===== config.mk =====
export PLATFORM = sky130hd
export DESIGN_NAME = m3h64_ctrl
export DESIGN_NICKNAME = d
export VERILOG_FILES = /design/src/rtl/core/m3h64_pkg.sv /design/src/rtl/core/m3h64_ctrl.sv
export SDC_FILE = /design/constraint.sdc
export NUM_CORES = 1
export LEC_CHECK = 0
export BUFFER_PORTS_ARGS = -buffer_cell sky130_fd_sc_hd__clkbuf_2
export CELL_PAD_IN_SITES_DETAIL_PLACEMENT = 0
export CELL_PAD_IN_SITES_GLOBAL_PLACEMENT = 1
export CORE_AREA = 10 10 47 49
export DETAILED_ROUTE_END_ITERATION = 12
export DIE_AREA = 0 0 57 59
export PLACE_DENSITY = 0.62
export SYNTH_ARGS = -nofsm -noshare
export SYNTH_HDL_FRONTEND = slang
export SYNTH_SLANG_ARGS = --single-unit

===== constraint.sdc =====
create_clock -name i_clk -period 1.07 [get_ports i_clk]
set_clock_uncertainty 0.05 [all_clocks]
set_input_delay 0.107 -clock i_clk [delete_from_list [all_inputs] [get_ports i_clk]]
set_output_delay 0.107 -clock i_clk [all_outputs]
set_load 0.1 [all_outputs]

===== src/rtl/core/m3h64_pkg.sv =====
// ============================================================================
// m3h64_pkg: shared types and constants for the single-lane Murmur3 hash
// Mix and finalizer constants, multiplier operand selects, and the
// command bundle from controller to datapath.
// ============================================================================
package m3h64_pkg;

    localparam logic [63:0] MIX_C1   = 64'h87c3_7b91_1142_53d5;
    localparam logic [63:0] MIX_C2   = 64'h4cf5_ad43_2745_937f;
    localparam logic [63:0] FOLD_ADD = 64'h0000_0000_52dc_e729;
    localparam logic [63:0] FIN_M1   = 64'hff51_afd7_ed55_8ccd;
    localparam logic [63:0] FIN_M2   = 64'hc4ce_b9fe_1a85_ec53;

    localparam int unsigned ROT_MIX  = 31;
    localparam int unsigned ROT_FOLD = 27;
    localparam int unsigned FIN_SHR  = 33;

    localparam logic [3:0] FULL_COUNT = 4'd8;

    // multiplier constant operand
    typedef enum logic [1:0] {
        MSEL_C1,
        MSEL_C2,
        MSEL_M1,
        MSEL_M2
    } t_mul_sel;

    // what the product-sum stage does with the finished product
    typedef enum logic [1:0] {
        SUM_SCR1,
        SUM_SCR2,
        SUM_FIN1,
        SUM_FIN2
    } t_sum_op;

    typedef struct packed {
        logic     load;     // latch accepted transaction
        logic     pp_en;    // register partial products
        t_mul_sel mul_sel;
        logic     sum_en;   // act on the summed product
        t_sum_op  sum_op;
    } t_dp_cmd;

    function automatic logic [63:0] mul_const(input t_mul_sel sel);
        logic [63:0] c;
        unique case (sel)
            MSEL_C1: c = MIX_C1;
            MSEL_C2: c = MIX_C2;
            MSEL_M1: c = FIN_M1;
            MSEL_M2: c = FIN_M2;
            default: c = MIX_C1;
        endcase
        return c;
    endfunction

    // counts above eight act as a full block
    function automatic logic [3:0] sat_count(input logic [3:0] cnt);
        return (cnt > FULL_COUNT) ? FULL_COUNT : cnt;
    endfunction

    function automatic logic [63:0] byte_mask(input logic [3:0] cnt);
        logic [63:0] m;
        for (int i = 0; i < 8; i++) begin
            m[8*i +: 8] = ({1'b0, cnt} > 5'(i)) ? 8'hff : 8'h00;
        end
        return m;
    endfunction

endpackage


===== src/rtl/core/m3h64_ctrl.sv =====
// ============================================================================
// m3h64_ctrl: sequencer for the single-lane Murmur3 hash
// Walks the shared two-stage multiplier through the four multiplies of one
// transaction and owns the input and output handshakes.
// ============================================================================
module m3h64_ctrl (
    input  logic              i_clk,
    input  logic              i_rst_n,
    input  logic              i_in_valid,
    output logic              o_in_ready,
    output logic              o_out_valid,
    input  logic              i_out_ready,
    output m3h64_pkg::t_dp_cmd o_cmd
);

    typedef enum logic [3:0] {
        ST_IDLE,
        ST_SCR1_PP,
        ST_SCR1_SUM,
        ST_SCR2_PP,
        ST_SCR2_SUM,
        ST_FIN1_PP,
        ST_FIN1_SUM,
        ST_FIN2_PP,
        ST_FIN2_SUM
    } t_state;

    t_state r_state;
    t_state n_state;
    logic   r_out_valid;
    logic   n_out_valid;
    logic   w_accept;
    logic   w_out_free;

    assign w_accept   = i_in_valid && (r_state == ST_IDLE);
    assign w_out_free = !r_out_valid || i_out_ready;

    always_comb begin
        n_state     = r_state;
        n_out_valid = r_out_valid && !i_out_ready;
        o_cmd       = '{load: 1'b0, pp_en: 1'b0, mul_sel: m3h64_pkg::MSEL_C1,
                        sum_en: 1'b0, sum_op: m3h64_pkg::SUM_SCR1};
        unique case (r_state)
            ST_IDLE: begin
                o_cmd.load = w_accept;
                if (w_accept) begin
                    n_state = ST_SCR1_PP;
                end
            end
            ST_SCR1_PP: begin
                o_cmd.pp_en   = 1'b1;
                o_cmd.mul_sel = m3h64_pkg::MSEL_C1;
                n_state       = ST_SCR1_SUM;
            end
            ST_SCR1_SUM: begin
                o_cmd.sum_en = 1'b1;
                o_cmd.sum_op = m3h64_pkg::SUM_SCR1;
                n_state      = ST_SCR2_PP;
            end
            ST_SCR2_PP: begin
                o_cmd.pp_en   = 1'b1;
                o_cmd.mul_sel = m3h64_pkg::MSEL_C2;
                n_state       = ST_SCR2_SUM;
            end
            ST_SCR2_SUM: begin
                o_cmd.sum_en = 1'b1;
                o_cmd.sum_op = m3h64_pkg::SUM_SCR2;
                n_state      = ST_FIN1_PP;
            end
            ST_FIN1_PP: begin
                o_cmd.pp_en   = 1'b1;
                o_cmd.mul_sel = m3h64_pkg::MSEL_M1;
                n_state       = ST_FIN1_SUM;
            end
            ST_FIN1_SUM: begin
                o_cmd.sum_en = 1'b1;
                o_cmd.sum_op = m3h64_pkg::SUM_FIN1;
                n_state      = ST_FIN2_PP;
            end
            ST_FIN2_PP: begin
                o_cmd.pp_en   = 1'b1;
                o_cmd.mul_sel = m3h64_pkg::MSEL_M2;
                n_state       = ST_FIN2_SUM;
            end
            ST_FIN2_SUM: begin
                // hold here until the output register can take the digest
                o_cmd.sum_op = m3h64_pkg::SUM_FIN2;
                if (w_out_free) begin
                    o_cmd.sum_en = 1'b1;
                    n_out_valid  = 1'b1;
                    n_state      = ST_IDLE;
                end
            end
            default: begin
                n_state = ST_IDLE;
            end
        endcase
    end

    always_ff @(posedge i_clk) begin
        if (!i_rst_n) begin
            r_state     <= ST_IDLE;
            r_out_valid <= 1'b0;
        end else begin
            r_state     <= n_state;
            r_out_valid <= n_out_valid;
        end
    end

    assign o_in_ready  = (r_state == ST_IDLE);
    assign o_out_valid = r_out_valid;

`ifndef SYNTH
    a_accept_starts: assert property (@(posedge i_clk) disable iff (!i_rst_n)
        (i_in_valid && o_in_ready) |=> (r_state == ST_SCR1_PP))
        else $error("accepted transaction did not start the multiply sequence");

    a_stall_holds: assert property (@(posedge i_clk) disable iff (!i_rst_n)
        (r_state == ST_FIN2_SUM && r_out_valid && !i_out_ready)
        |=> (r_state == ST_FIN2_SUM))
        else $error("digest overwrote an untaken result");

    a_valid_source: assert property (@(posedge i_clk) disable iff (!i_rst_n)
        $rose(r_out_valid) |-> ($past(r_state) == ST_FIN2_SUM))
        else $error("output valid raised outside the final sum step");
`endif

endmodule


* Yosys cells after proc, flatten, opt, wreduce, memory -nomap -nowiden
Index checks and enable logic that the tools add are counted.
** Operators by class
- Add/subtract/negate cells :: 0
- Multiply operators :: 0
- Div/mod/pow operators :: 0
- Magnitude comparators :: 0
- Eq/ne operators :: 10
- Shift operators :: 0
- Mux-type cells :: 9
- Bitwise logic cells :: 0
- Reductions and logical operators :: 7
** Operator list (count)
- $pmux 4 s9 :: 1
- $pmux 3 s4 :: 2
- $eq 4x3->1 const B :: 4
- $eq 4x2->1 const B :: 2
- $mux 4 :: 2
- $eq 4x1->1 const B :: 1
- $eq 4x4->1 const B :: 1
- $logic_not 4->1 :: 1
- $mux 1 :: 4
- $logic_and 1x1->1 :: 2
- $logic_not 1->1 :: 2
- $ne 2x1->1 const B :: 1
- $ne 2x2->1 const B :: 1
- $reduce_and 2->1 :: 1
- $logic_or 1x1->1 :: 1
** Storage, ports and cells
- Bits in registers :: 5
- Latch bits :: 0
- RAM bits :: 0
- ROM bits :: 0
- Bits of input ports :: 4
- Output and inout bits :: 9
- Word-level logic and storage cells :: 28
- Memories :: 0

* Longest topological paths before layout
Gate-level depths: netlist of the first run.
- Word-level depth :: 4
- Depth in mapped cells :: 4
- Depth with buffers taken out :: 3

* Worst setup path after synthesis of the first run
OpenSTA, ideal clock, no wires.
- Kind :: register -> output
- From :: register r_state[2]
- To :: output o_cmd[0] in the netlist's numbering
- Arrival time :: 2571 ps
- Data required time :: 913 ps
- Setup slack :: -1658 ps
- Cell stages (with the launch flop) :: 4
- Path buffers :: 1
- Path through :: dfxtp_1 -> buf_6 -> xnor2_1 -> nor3_1
** RTL lines
- start: declaration :: RTL line m3h64_ctrl.sv:28 : t_state r_state;
- start signal: assignment :: RTL line m3h64_ctrl.sv:105 : r_state <= n_state;
- end: declaration :: RTL line m3h64_ctrl.sv:13 : output m3h64_pkg::t_dp_cmd o_cmd

==> results of run 1 <==
==> power breakdown <==
part	internal (uW)	leakage, uW	switching, uW	total (uW)
registers	199	0.0000432	16.3	216
logic	234	0.000254	325	559
clock network	142	0.0000150	92.1	234
==> worst reg2reg max path, delay by kind of cell (launching register included) <==
| family | cells | cell delay [ns] |
|---|---|---|
| buffers and inverters | 2 | 0.27 |
| AOI/OAI and AO/OA | 1 | 0.23 |
| DFF | 1 | 0.35 |
| and+or+nand+nor | 2 | 0.30 |
==> final cells by class <==
cell class | instances | share of cell area, %
Tap cell | 16 | 2.71
Inverter | 2 | 1.02
Clock buffer | 4 | 3.55
Multi-Input combinational cell | 28 | 33.3
Sequential cell | 5 | 14.7
Timing Repair Buffer | 28 | 44.7
==> per-layer routing <==
metal  routed length [um]  global-route usage [%]  vias up
met2                  516                    11.0       10
met5                    0                       0        -
met1                  380                    5.67      169
met4                   15                    3.02        0
met3                  105                    5.58        4
li1                     -                       -      184
==> per-stage QoR <==
step	cell area (um^2)	util, %	hold slack, ns	setup slack, ns
6_report	739	52.8	0.0579	-0.449
5_1_grt	739	52.8	0.0760	-0.495
4_1_cts	707	50.4	0.0535	-0.445
3_5_place_dp	651	46.4	0.324	-0.196
3_3_place_gp	651	46.4	0.317	-0.191
2_1_floorplan	387	-	0.198	-1.19
==> cell usage in the layout, fill, tap and decap left out, types with 2 or more instances in the layout <==
cell type  instances
clkbuf_4           3
xnor2_1            2
clkbuf_2           3
dfxtp_2            4
nor2_1             3
nand2b_1           2
inv_1              2
nand2_1            2
buf_12             9
and2_4             3
buf_4             12
buf_6              4
==> state kept, by name, summed over array words and instances (netlist names) <==
register and count:
o_out_valid 1, r_state 4
==> how the worst min path moves through the flow <==
stage / to / slack (ns) / depth (start not counted)
global placement: o_out_valid / 0.32 / 3
CTS: r_state[3] / 0.05 / 3
floorplan: o_out_valid / 0.20 / 2
finish: r_state[3] / 0.06 / 3
detailed placement: o_out_valid / 0.32 / 3
global route: r_state[3] / 0.08 / 3
==> timing repair <==
action | CTS | global route
pin swaps | 7 | 7
resized for setup | 6 | 5
gates cloned | 0 | 0
endpoints found under the setup margin | 10 | 11
buffers inserted | 2 | 2
==> cell families (layout without fill, tap and decap cells) <==
logic type / Yosys count / count (layout) / synth area share [%]
buffers and inverters: 6 / 34 / 13.4
AND/OR/NAND/NOR: 20 / 20 / 41.8
flip-flops: 5 / 5 / 27.4
XOR/XNOR: 3 / 3 / 7.19
AO/OA/AOI/OAI: 5 / 5 / 10.3
==> metrics, run 1 <==
status finished with violations; failing checks negative setup slack; GRT overflow 0; WP buf/inv 1; post-synth top area cell dfxtp_1; post-synth top area share 27.4%; Area Overhead vs Synth 102%; hold_sp i_rst_n; 1st-pass router iterations 1; Crit path arrival time 1.36 ns; Iter 0 DRT Violations 0; Hold Path Class in -> reg; CTS H-tree lvls 1; fraction of layout cells with a size suffix above 1 71.6%; EDFF count, synth 0; Multi-input gate area 246 um^2; WP data required between 0.9 and 1 ns; Worst Tran Pin Value 0.217 ns; routed length per placed instance 12.3 um; Async SR Flop Fraction 0%; vias in the first global route 403; hold buffers post-CTS 0; final worst-path cycle share 142%; post-synth cell types 23; Cell Chain, Critical Path or3b_4, a21oi_4, buf_12; Post-Layout Cell Count 83; RSZ-0062 raised after global routing yes; via count normalized by instance count around 4.4; Core ar. 1400 um^2; worst setup path end o_cmd[1]; Final Routed Wirelength 1020 um; total CTS buffers 3; Post-synth top flop dfxtp_1; total power a little over 1000 uW; flop2flop setup slack -0.21 ns; antenna viol nets, final 0; Final WS setup -0.449 ns; largest net degree at the start of global routing 6; CP Capture Type primary output; reg-to-reg endpoint r_state[3]; FF+latch count, synth 5; IO buf count 12; fmax 0.658 GHz; Max Cap Violations 0; storage element area 109 um^2; Antenna Cells 0; worst reg2reg startpoint r_state[2]; crit-path leading delay family simple AND/OR/NAND/NOR gates; Yosys warnings 0; CP max-delay cell or3b_4; Seq/Total Area, Yosys 27.4%; I/O pins 13; final net count 72; CTS tree yes; Power Density 1360 nW/um^2; Worst VDD drop between 0.8 and 0.9 mV; Die H 59 um; leakage 0.000312 uW; Setup crit start kind flop; Final Hold Fails 0; syn_area_per_cell 9.37 um^2; top post-synthesis cells by area dfxtp_1 (27%), buf_6 (9.2%), nor4_4 (5.8%); Root Driver clkbuf_4; die width 57 um; dpl hpwl just over 800 um; TritonCTS sink count 5; Final Setup Violations 10; worst-path fanout max 3; Worst-path clk slew 0.05 ns; Post-Syn Instances 39; FP Rows 14; CP peak stage delay 0.40 ns; Critical Path Stages 3; GRT Total Usage around 6.6%; Post-synth top cells dfxtp_1 (5), a21oi_1 (3), and2_1 (3), buf_6 (3), nor2_1 (3); gpl congestion 0.786; Critical path origin r_state[3]; cells on worst reg2reg path 5; setup tns final -3.01 ns; Starting Density 26.1%; routed vias 367; die area 3360 um^2; # DRC 0; Bufs on Longest Clock Path 2; most numerous cell in the Yosys netlist dfxtp_1; Worst-Skew Late Latency 0.25 ns; initial antenna violation count 0; Mapped Nets 43; Placed Cells 75; synthesized area 365 um^2; Fill cells 136; fin. max-slew vios 0; wire length of the first global-routing pass 1740 um; slew margin rel. 85.4%; WS Path Type reg -> out; clock period minus worst slack 1.52 ns
No activity file was read; power rests on OpenSTA's default activity.
==> run 2, diff against run 1 <==
--- a/config.mk
+++ b/config.mk
@@ -11,7 +11,8 @@
 export CORE_AREA = 10 10 47 49
 export DETAILED_ROUTE_END_ITERATION = 12
 export DIE_AREA = 0 0 57 59
-export PLACE_DENSITY = 0.62
+export PLACE_DENSITY_LB_ADDON = 0.1
+export SETUP_SLACK_MARGIN = 0.15
 export SYNTH_ARGS = -nofsm -noshare
 export SYNTH_HDL_FRONTEND = slang
 export SYNTH_SLANG_ARGS = --single-unit
==> metrics, run 2 (synthesized netlist as in run 1, its figures left out) <==
Worst-path clk slew 0.05 ns; GRT overflow 0; Die H 59 um; Net Sw Frac 42.3%; die width ~57 um; Crit path arrival time about 1.4 ns; final worst-path cycle share 142%; reg-to-reg endpoint r_state[3]; hold_sp i_rst_n; Core ar. 1400 um^2; via count normalized by instance count 4.55; most common cell after layout, fill and taps aside buf_6; WS Path Type reg -> out; RSZ-0062 raised after global routing yes; Fill cells 133; fraction of layout cells with a size suffix above 1 roughly four fifths; initial antenna violation count 0; commonest non-fill, non-tap cells in the layout buf_6 (10), buf_12 (9), buf_4 (9); max reg flops 4; CTS H-tree lvls 1; Area Overhead vs Synth 123%; CP Capture Type primary output; status finished with violations; TritonCTS sink count 5; Power Density about 1300 nW/um^2; Post-Layout Cell Count 86; cells on worst reg2reg path 6; Starting Density between 20% and 30%; Setup crit start kind flop; antenna viol nets, final 0; 1st-pass router iterations 2; IO buf count 12; worst-path fanout max 4; Final WS setup -0.450 ns; WP data required roughly 0.91 ns; fin. max-slew vios 0; slew margin rel. 85.8%; wire length of the first global-routing pass 1770 um; hold path cells 3; Final Hold Fails 0; Worst VDD drop roughly 0.70 mV; worst reg2reg startpoint r_state[2]; leakage 0.000338 uW; Placed Cells 77; Final Routed Wirelength 1070 um; Root Driver clkbuf_4; total CTS buffers 3; Max Cap Violations 0; failing checks negative setup slack; Hold Path End r_state[1]; Worst-Skew Late Latency 0.25 ns; setup tns final -3.35 ns; fmax roughly 0.66 GHz; Internal between 600 and 700 uW; gpl congestion 0.694; Final Setup Violations 9; largest net degree at the start of global routing 6; die area 3360 um^2; clock period minus worst slack 1.52 ns; Reg with most FFs r_state; Antenna Cells 0; final net count 75; Fin Hold WS ~0.07 ns; routed vias 391; CTS tree yes; vias in the first global route 403; # DRC 0; Seq pwr share 20.7%; dpl hpwl 816 um; net switching power 445 uW; routed length per placed instance between 10 and 15 um; Hold Path Class in -> reg; GRT Total Usage 6.61%; flop2flop setup slack -0.23 ns; Bufs on Longest Clock Path 2; I/O pins 13; combinational power share 57.3%; Worst Tran Pin Value 0.212 ns; Layout Utilization 58.2%; clock power share a little over a fifth; FP Rows 14; Iter 0 DRT Violations 9
[run 2: layer usage]
| layer | vias up | share of wire (%) | GRT usage (%) |
|---|---|---|---|
| met1 | 184 | 38 | 6.64 |
| met4 | 0 | 0.66 | 2.01 |
| met3 | 2 | 9.2 | 4.51 |
| met5 | - | 0 | 0 |
| li1 | 192 | - | - |
| met2 | 13 | 52 | 10.9 |
[run 2: what timing repair did]
action	4_1_cts	5_1_grt
endpoints found under the hold margin	0	0
setup buffers	4	1
setup endpoints to repair	14	14
hold buffers	0	0
pin swaps	11	7
gates resized for setup	15	8
[run 2: final cells by class]
| class | instances | area, um^2 | area share, % |
|---|---|---|---|
| multi-input combinational | 28 | 275 | 33.7 |
| clock buffer | 4 | 26.3 | 3.22 |
| sequential | 5 | 111 | 13.7 |
| inverter | 2 | 7.51 | 0.920 |
| timing repair buffer | 31 | 375 | 46.0 |
| tap | 16 | 20.0 | 2.45 |
[run 2: critical path: stages, from the launching register on]
cell and delay, ns:
dfxtp_2 0.33, or3b_4 0.41, a21oi_4 0.18, buf_12 0.19
[run 2: per-stage QoR]
step           setup slack (ns)  cell area (um^2)  power [uW]
2_1_floorplan             -1.19               389         556
3_3_place_gp             -0.167               668         742
3_5_place_dp             -0.197               668         748
4_1_cts                  -0.439               774        1030
5_1_grt                  -0.490               816        1100
6_report                 -0.450               816        1050
[run 2: how the worst max path moves through the flow]
stage	startpoint	endpoint	slack [ns]	depth (start not counted)
CTS	r_state[2]	o_cmd[1]	-0.44	3
detailed placement	r_state[3]	o_cmd[1]	-0.20	3
global placement	r_state[2]	o_cmd[1]	-0.17	3
global route	r_state[3]	o_cmd[1]	-0.49	3
floorplan	r_state[0]	o_cmd[6]	-1.19	3
finish	r_state[2]	o_cmd[1]	-0.45	3
[run 2: power groups by stage]
stage | Clock [uW] | Combinational [uW] | Sequential (uW)
after floorplan | 0 | 353 | 203
after global placement | 0 | 529 | 214
after detailed placement | 0 | 533 | 214
after CTS | 238 | 574 | 214
after global routing | 254 | 628 | 220
final | 232 | 603 | 218
==> run 3, diff against run 2 <==
--- a/config.mk
+++ b/config.mk
@@ -5,6 +5,7 @@
 export SDC_FILE = /design/constraint.sdc
 export NUM_CORES = 1
 export LEC_CHECK = 0
+export ABC_AREA = 1
 export BUFFER_PORTS_ARGS = -buffer_cell sky130_fd_sc_hd__clkbuf_2
 export CELL_PAD_IN_SITES_DETAIL_PLACEMENT = 0
 export CELL_PAD_IN_SITES_GLOBAL_PLACEMENT = 1
==> metrics, run 3 <==
total CTS buffers 3; GRT Total Usage ~6.2%; EDFF count, synth 0; Final Setup Violations 11; WS Path Type reg -> out; Worst VDD drop roughly 0.82 mV; most numerous cell in the Yosys netlist nor2_1; Crit path arrival time 1.22 ns; fin. max-slew vios 0; I/O pins 13; FF+latch count, synth 5; Async SR Flop Fraction 0%; post-synth top area share about 33%; Fill cells 139; TritonCTS sink count 5; Post-synth top cells nor2_1 (8), nand2_1 (7), dfxtp_1 (5), inv_1 (5), nand3_1 (4); CP Capture Type primary output; CP max-delay cell dfxtp_2; Die H 59 um; fraction of layout cells with a size suffix above 1 81.3%; 1st-pass router iterations 1; die width 57 um; fmax about 0.73 GHz; Final Routed Wirelength 876 um; commonest non-fill, non-tap cells in the layout buf_4 (10), buf_12 (9), nor2_4 (8), buf_6 (5); Hold Path Class in -> reg; die area approximately 3400 um^2; Starting Density a little over a fifth; IO buf count 12; antenna viol nets, final 0; Worst-Skew Late Latency ~0.24 ns; worst-path fanout max 6; Post-Syn Instances 45; Worst Tran Pin Value 0.226 ns; CTS H-tree lvls 1; gpl congestion a little under 0.7; Antenna Cells 0; Setup crit start kind flop; Power Density 1270 nW/um^2; leakage about 0.00033 uW; WP buf/inv 1; crit-path leading delay family flip-flops; most common cell after layout, fill and taps aside buf_4; Area Overhead vs Synth 160%; failing checks negative setup slack; Reg with most FFs r_state; status finished with violations; hold buffers post-CTS 0; final worst-path cycle share 128%; via count normalized by instance count 4.16; FP Rows 14; Seq/Total Area, Yosys 33.2%; Cell Chain, Critical Path nor2_4, nand2_4, o21ai_4, buf_12; # DRC 0; wire length of the first global-routing pass 1670 um; largest net degree at the start of global routing 7; routed vias 379; post-synth cell types 17; routed length per placed instance 9.63 um; post-synth top area cell dfxtp_1; Core ar. roughly 1400 um^2; Final WS setup -0.304 ns; final net count 80; CP peak stage delay 0.34 ns; vias in the first global route ~410; synthesized area 302 um^2; top post-synthesis cells by area dfxtp_1 (33%), nor2_1 (10%), nand2_1 (8.7%); Fin Hold WS about 0.10 ns; WP data required 0.91 ns; dpl hpwl approximately 750 um; initial antenna violation count 0; clock period minus worst slack 1.37 ns; Mapped Nets 49; Worst-path clk slew 0.04 ns; Max Cap Violations 0; Iter 0 DRT Violations 0; slew margin rel. about 85%; pre-CTS setup slack -0.103 ns; syn_area_per_cell 6.70 um^2; CTS tree yes; setup tns final -2.42 ns; RSZ-0062 raised after global routing yes; Final Hold Fails 0; GRT overflow 0; Root Driver clkbuf_4; Post-synth top flop dfxtp_1; max reg flops 4; Bufs on Longest Clock Path 2; Yosys warnings 0
[run 3: cell types whose count changed after synthesis, moves of 2 or more]
| cell | before | now |
|---|---|---|
| xnor2_1 | 2 | 0 |
| buf_6 | 3 | 1 |
| inv_1 | 2 | 5 |
| nand2_1 | 2 | 7 |
| nand3_1 | 1 | 4 |
| nor2_2 | 0 | 2 |
| inv_2 | 0 | 3 |
| nand2b_1 | 2 | 0 |
| and2_1 | 3 | 0 |
| nor2_1 | 3 | 8 |
[run 3: power by group]
part	total [uW]	switching [uW]	internal, uW
sequential	216	20.8	195
clock	222	80.4	141
combinational	560	335	225
[run 3: kinds of logic after synthesis]
logic type / share of synthesized area [%]
flip-flops: 33.2
AND/OR/NAND/NOR: 42.3
buffers and inverters: 13.7
AO/OA/AOI/OAI: 10.8
[run 3: worst paths after layout]
path | from | to | slack (ns) | depth (start not counted)
hold / removal | i_rst_n | r_state[3] | 0.10 | 3
setup reg to reg | r_state[1] | r_state[0] | -0.16 | 7
hold reg to reg | r_state[3] | r_state[1] | 0.46 | 1
setup / recovery | r_state[1] | o_cmd[2] | -0.30 | 4
[run 3: cell type report]
class	instances	area, um^2	area share (%)
Clock buffer	4	26.3	3.35
Tap cell	16	20.0	2.56
Multi-Input combinational cell	31	253	32.3
Inverter	8	41.3	5.27
Timing Repair Buffer	27	327	41.7
Sequential cell	5	116	14.9
[run 3: per-stage QoR]
step	total power [uW]	cell area, um^2	std cells	util [%]
2_1_floorplan	530	380	45	-
3_3_place_gp	734	682	85	48.7
3_5_place_dp	734	682	85	48.7
4_1_cts	995	763	90	54.5
5_1_grt	1050	783	91	55.9
6_report	998	783	91	55.9
[run 3: worst reg2reg max path, cell delays in order, from the launching register on]
cell     delay (ns)
dfxtp_2        0.34
nor2_4         0.20
buf_4          0.15
buf_6          0.08
buf_4          0.10
nand3_2        0.08
nand3_1        0.08
nor2_1         0.04
[run 3: repair_timing]
item / in CTS / in global routing
setup buffers: 1 / 1
resized for setup: 17 / 3
setup endpoints to repair: 14 / 14
pin swaps: 8 / 0
[run 3: per-layer routing]
metal  vias to the layer above  wire length, um  track usage [%]  part of all wire, %
li1                        200                -                -                    -
met1                       162              353             6.26                   40
met2                        14              390             8.99                   45
met3                         3              103             3.22                   12
met4                         0               29             6.04                  3.3
met5                         -                0                0                    0
